--- src/rtl/bdr_pkg.sv ---
// Package for the banked DMA RAM device: item kinds, register map constants
// and the per-item result control carried between the decode and the output stage.
// No dependencies.
`default_nettype none

package bdr_pkg;

  typedef enum logic [1:0] {
    KIND_REG_RD = 2'd0,
    KIND_REG_WR = 2'd1,
    KIND_DMA_RD = 2'd2,
    KIND_DMA_WR = 2'd3
  } kind_t;

  localparam int unsigned REG_W      = 21;
  localparam int unsigned PAGE_SHIFT = 11;
  localparam int unsigned BANK_SHIFT = 21;

  localparam logic [REG_W-1:0] STATUS_LIMIT      = 21'h00020;
  localparam logic [REG_W-1:0] SIZE_WINDOW_START = 21'h20000;
  localparam logic [REG_W-1:0] PTR_WINDOW_END    = 21'h80000;
  localparam logic [REG_W-1:0] PAGE_OFS_MASK     = 21'h007FC;
  localparam logic [15:0]      STATUS_VALUE      = 16'h0050;

  // What the output stage must do with an item once the RAM has answered
  typedef struct packed {
    logic status;   // register read of the status area
    logic reg_ram;  // register read served from RAM
    logic dma_rd;   // DMA read byte served from RAM
    logic oor;      // RAM access beyond the array, dropped
    logic done;     // end of DMA transfer
  } res_meta_t;

endpackage

`default_nettype wire

--- src/rtl/bdr_ctrl.sv ---
// Item decode and per-bank DMA pointer file: turns an accepted item into at most one
// RAM access plus result control. Depends on bdr_pkg.
`default_nettype none

module bdr_ctrl
  import bdr_pkg::*;
#(
  parameter int RAM_BYTES          = 1048576,
  parameter int BANK_BYTES         = 262144,
  parameter int NUM_BANKS          = 4,
  parameter int REG_MASK           = 2097151,
  parameter int READ_WINDOW_START  = 262144,
  parameter int WRITE_WINDOW_START = 393216
) (
  input  wire logic                         clk,
  input  wire logic                         rst_n,
  input  wire logic                         accept,
  input  wire logic [1:0]                   kind,
  input  wire logic [22:0]                  offset,
  input  wire logic [15:0]                  write_value,
  input  wire logic [1:0]                   bank,
  input  wire logic [7:0]                   dma_byte_in,
  input  wire logic                         transfer_last,
  output logic                              ram_en,
  output logic                              ram_we,
  output logic [$clog2(RAM_BYTES)-1:0]      ram_addr,
  output logic [7:0]                        ram_wdata,
  output res_meta_t                         meta
);

  localparam int AW = $clog2(RAM_BYTES);
  localparam int BW = (NUM_BANKS > 1) ? $clog2(NUM_BANKS) : 1;
  localparam logic [24:0] RAM_LIMIT = 25'(RAM_BYTES);

  function automatic logic [BW-1:0] pick_bank(input logic [1:0] v);
    logic [2:0] m;
    m = {1'b0, v} & 3'(NUM_BANKS - 1);
    return BW'(m);
  endfunction

  logic [AW-1:0] rd_ptr_r [NUM_BANKS];
  logic [AW-1:0] wr_ptr_r [NUM_BANKS];

  logic [REG_W-1:0] reg_ofs;
  logic [21:0]      ram_off;
  logic             ram_ok;
  logic [BW-1:0]    rbank;
  logic [BW-1:0]    dbank;
  logic [AW-1:0]    bank_start;
  logic [AW-1:0]    target;
  logic             in_rd_win;
  logic             in_wr_win;
  logic             in_size_win;

  logic             en;
  logic             rp_we;
  logic             wp_we;
  logic [BW-1:0]    rp_idx;
  logic [BW-1:0]    wp_idx;
  logic [AW-1:0]    rp_nxt;
  logic [AW-1:0]    wp_nxt;

  assign reg_ofs    = offset[REG_W-1:0] & REG_W'(REG_MASK);
  assign ram_off    = offset[22:1];
  assign ram_ok     = {3'b000, ram_off} < RAM_LIMIT;
  assign rbank      = pick_bank(offset[22:BANK_SHIFT]);
  assign dbank      = pick_bank(bank);
  assign bank_start = AW'(32'(rbank) * 32'(BANK_BYTES));
  // Wraps modulo the RAM size through the address width
  assign target     = bank_start + AW'({write_value, 11'b0})
                    + AW'(reg_ofs & PAGE_OFS_MASK);

  assign in_rd_win   = (reg_ofs >= REG_W'(READ_WINDOW_START)) &&
                       (reg_ofs <  REG_W'(WRITE_WINDOW_START));
  assign in_wr_win   = (reg_ofs >= REG_W'(WRITE_WINDOW_START)) &&
                       (reg_ofs <  PTR_WINDOW_END);
  assign in_size_win = (reg_ofs >= SIZE_WINDOW_START) &&
                       (reg_ofs <  REG_W'(READ_WINDOW_START));

  always_comb begin
    en        = 1'b0;
    ram_we    = 1'b0;
    ram_addr  = AW'(ram_off);
    ram_wdata = write_value[7:0];
    meta      = '0;
    rp_we     = 1'b0;
    wp_we     = 1'b0;
    rp_idx    = rbank;
    wp_idx    = rbank;
    rp_nxt    = target;
    wp_nxt    = target;
    case (kind_t'(kind))
      KIND_REG_RD: begin
        if (reg_ofs < STATUS_LIMIT) begin
          meta.status = 1'b1;
        end else if (ram_ok) begin
          en           = 1'b1;
          meta.reg_ram = 1'b1;
        end else begin
          meta.oor = 1'b1;
        end
      end
      KIND_REG_WR: begin
        if (in_rd_win) begin
          rp_we = 1'b1;
        end else if (in_wr_win) begin
          wp_we = 1'b1;
        end else if (in_size_win) begin
          // size window: drop the write
        end else if (ram_ok) begin
          en     = 1'b1;
          ram_we = 1'b1;
        end else begin
          meta.oor = 1'b1;
        end
      end
      KIND_DMA_RD: begin
        en          = 1'b1;
        ram_addr    = rd_ptr_r[dbank];
        meta.dma_rd = 1'b1;
        meta.done   = transfer_last;
        rp_we       = 1'b1;
        rp_idx      = dbank;
        rp_nxt      = rd_ptr_r[dbank] + AW'(1);
      end
      KIND_DMA_WR: begin
        en        = 1'b1;
        ram_we    = 1'b1;
        ram_addr  = wr_ptr_r[dbank];
        ram_wdata = dma_byte_in;
        meta.done = transfer_last;
        wp_we     = 1'b1;
        wp_idx    = dbank;
        wp_nxt    = wr_ptr_r[dbank] + AW'(1);
      end
      default: begin
      end
    endcase
  end

  assign ram_en = accept & en;

  always_ff @(posedge clk) begin
    if (!rst_n) begin
      for (int i = 0; i < NUM_BANKS; i++) begin
        rd_ptr_r[i] <= '0;
        wr_ptr_r[i] <= '0;
      end
    end else if (accept) begin
      if (rp_we) begin
        rd_ptr_r[rp_idx] <= rp_nxt;
      end
      if (wp_we) begin
        wr_ptr_r[wp_idx] <= wp_nxt;
      end
    end
  end

endmodule

`default_nettype wire

--- config.mk ---
export PLATFORM = sky130hd
export DESIGN_NAME = bdr_ctrl
export DESIGN_NICKNAME = d
export VERILOG_FILES = /design/src/rtl/bdr_pkg.sv /design/src/rtl/bdr_ctrl.sv
export SDC_FILE = /design/constraint.sdc
export NUM_CORES = 1
export LEC_CHECK = 0
export ABC_AREA = 1
export BUFFER_PORTS_ARGS = -buffer_cell sky130_fd_sc_hd__buf_2
export CAP_MARGIN = 20
export CORE_MARGIN = 5
export CORE_UTILIZATION = 40
export DETAILED_ROUTE_END_ITERATION = 10
export PLACE_DENSITY_LB_ADDON = 0.3
export SKIP_LAST_GASP = 1
export SLEW_MARGIN = 0
export SYNTH_ARGS = -nofsm -noshare
export SYNTH_HDL_FRONTEND = slang
export SYNTH_SLANG_ARGS = --single-unit
--- constraint.sdc ---
create_clock -name clk -period 3.1 [get_ports clk]
set_clock_uncertainty 0.1 [all_clocks]
set_input_delay 0.62 -clock clk [delete_from_list [all_inputs] [get_ports clk]]
set_output_delay 0.62 -clock clk [all_outputs]
set_load 0.005 [all_outputs]
==> metrics.md <==
| Metric | Value |
|---|---|
| HP Class | `input pin to register` |
| Row Count | `56` |
| Power per standard cell area | `between 400 and 500 nW/um^2` |
| Kind of critical path | `input pin to output pin` |
| Starting Density | `around 41%` |
| # clock sinks | `between 150 and 200` |
| Worst EP required | `roughly 2.4 ns` |
| IO Pins | `90` |
| CTS tree | `built` |
| Max Buffers Root-to-Sink | `2` |
| Cell taking the most area after synthesis | `edfxtp_1` |
| EDFF count, synth | `160` |
| Quantity of hold-fixing buffers added after cts | `0` |
| Power share of the combinational group | `between 10% and 20%` |
| Number of port buffers | `between 80 and 90` |
| Syn_nets | `roughly 1300` |
| Die footprint | `between 20000 and 30000 um^2` |
| YS warnings | `0` |
| Vias in the first global route | `7846` |
| Worst Max-Slew Pin Slew | `between 0.4 and 0.5 ns` |
| Clk Latency, worst-skew pair | `about 0.44 ns` |
| Setup bufs post-CTS | `0` |
| Largest net degree at the start of global routing | `52` |
| Status | `completed` |
| Fin. max-slew vios | `0` |
| Crit-path slowest cell | `buf_4` |
| Final Cycle Share | `a little over nine tenths` |
| Nets | `1339` |
| Worst path most repeated cell | `nand2_1` |
| Worst-path fanout max | `28` |
| Sw frac | `a little over a quarter` |
| Leakage | `4.743 nW` |
| Reg clk slew, reported paths | `about 0.06 ns` |
| Filler Cells Inserted | `about 2300` |
| Flops & latches, synth | `160` |
| Top cells by area, synth | `edfxtp_1, nand2_1, nor2_1` |
| RePlAce Congestion | `about 0.88` |
| Cts bufs inserted | `17` |
| CP arrival | `about 2.2 ns` |
| Total number of vias | `about 8400` |
| Ys async rst share | `0%` |
| Primary FF master, synth | `edfxtp_1` |
| DR vias/cell | `roughly 5.2` |
| Root buf cell | `clkbuf_16` |
| Crit. End Element | `output pin` |
| Initial DRC Count | `627` |
| H-tree depth | `4` |
| Final Hold Vio Count | `0` |
| Max VDD drop | `399.3 uV` |
| Detailed Routing Iterations Pass 1 | `7` |
| Post-CTS resize count | `0` |
| Tmin final | `roughly 2.9 ns` |
| Syn_area_per_cell | `approximately 8 um^2` |
| Crit-path cells | `buf_2, inv_2, buf_4, nand2_1, nand3_1, nand2_1, inv_1, nand2_1, o211ai_1, buf_2` |
| First-pass GRT wire length | `about 43000 um` |
| P_sw | `1.467 mW` |
| Core Region | `~23000 um^2` |
| Synth top area share | `roughly half` |
| Final setup violation count | `0` |
| Routed WL per cell | `roughly 17 um` |
| Hold Worst Slack | `0.5032 ns` |
| GRT Resource Usage Total | `about a fifth` |
| Slew headroom | `71.23%` |
| Share of layout cells above drive strength 1 | `17.36%` |
| RSZ-0062 raised after global routing | `no` |
| Mapped Area | `approximately 9500 um^2` |
| Sequential share of the synthesized area | `50.48%` |
| CP peak stage delay | `0.36 ns` |
| P_int | `3.918 mW` |
| WL final | `between 20000 and 30000 um` |
| Total grt overflow | `0` |
| Final ANT Viol Nets | `0` |
| Die X | `164.3 um` |
| Max-cap violations | `0` |
| Seq pwr share | `46.2%` |
| Clock power share | `around 39%` |
| Post-DP HPWL | `19550 um` |
| Post-synthesis instance total | `1190` |
| Synth unique cells | `39` |
| Antenna diodes | `0` |
| Most frequent cell after synthesis | `nand2_1` |
| DR DRC count | `0` |
| Post-synth top cells | `nand2_1, nor2_1, edfxtp_1` |
| Die Ht | `around 160 um` |
| Initial antenna violation count | `0` |
| FMAX | `343.6 MHz` |
| Setup TNS | `0 ns` |
| Critical path launch point type | `input pin` |
| Syn-to-layout area delta | `16.68%` |
## per-stage QoR
step           area, um^2  utilization [%]  setup WS [ns]  instances  total power, mW
2_1_floorplan        9518                -         0.2617       1190            3.014
3_3_place_gp        10520            44.82         0.1639       1577            3.311
3_5_place_dp        10520            44.82         0.1498       1577            3.322
4_1_cts             11110            47.31         0.2384       1609            5.395
5_1_grt             11110            47.31        0.04692       1609            5.571
6_report            11110            47.31         0.1892       1609            5.385
## layout by cell type, fill, tap and decap left out, types with 2 or more instances in the layout
master / Yosys / final
bufinv_16: 0 / 2
edfxtp_1: 160 / 160
inv_2: 12 / 12
nand3_1: 123 / 123
nand2_2: 18 / 18
clkinv_2: 0 / 2
nor4_1: 2 / 2
inv_6: 0 / 3
ha_1: 7 / 6
o21ai_1: 6 / 6
clkbuf_16: 0 / 17
inv_1: 87 / 87
buf_2: 16 / 81
nand2_1: 385 / 385
o211ai_1: 7 / 7
clkinv_4: 0 / 6
nand3b_1: 2 / 2
nand2_4: 3 / 3
nor2_4: 13 / 13
buf_4: 7 / 35
nand3_2: 8 / 8
nand4_1: 9 / 9
nor2_1: 192 / 192
nor3_1: 9 / 9
nor2_2: 5 / 5
o221ai_1: 13 / 13
buf_12: 0 / 13
a21oi_1: 25 / 25
o22ai_1: 2 / 2
o21ai_0: 24 / 24
o21bai_1: 2 / 2
xor2_1: 5 / 5
## cells by family after synthesis
group,after synthesis,synth area share (%)
flops,160,50.48
compound gates,86,5.679
xor+xnor,6,0.5521
buf+inv,160,7.348
simple gates,771,35.02
fa+ha+maj,7,0.9202
## routing by layer
metal	up-vias	routed length [um]	GRT usage, %
met3	44	1901	2.509
met4	0	590	6.291
met1	3953	11550	27.21
met5	-	0	0
li1	4086	-	-
met2	318	13710	35.87
## registers in the layout, summed over array words and instances (netlist names)
name      cells
rd_ptr_r     80
wr_ptr_r     80
## worst paths after layout
kind	endpoint	slack, ns	start	depth (start not counted)
max reg2reg	wr_ptr_r[0][16]	0.90	wr_ptr_r[2][1]	14
min	rd_ptr_r[0][12]	0.50	write_value[1]	3
min reg2reg	rd_ptr_r[3][0]	0.74	rd_ptr_r[2][0]	5
max	ram_addr[9]	0.19	bank[0]	10
## cell type report
type / count / area [um^2] / area share, %
sequential: 160 / 4805 / 43.26
clock buffer: 17 / 425.4 / 3.831
tap: 319 / 399.1 / 3.594
timing repair buffer: 129 / 928.4 / 8.360
inverter: 99 / 371.6 / 3.346
multi-input combinational: 870 / 4016 / 36.16
clock inverter: 15 / 160.2 / 1.442
## worst max-delay path, delay by kind of cell
kind                   cells  cell delay, ns
AO/OA/AOI/OAI              1            0.18
buffers and inverters      5            0.99
AND/OR/NAND/NOR            4            0.40
## power groups by stage
stage	Combinational, mW	Sequential (mW)	Clock [mW]
finish	0.795	2.49	2.10
global route	0.871	2.50	2.20
CTS	0.790	2.49	2.11
detailed placement	0.786	2.54	0
global placement	0.779	2.53	0
floorplan	0.482	2.53	0
Note: power is estimated with default switching activity, not from simulation.
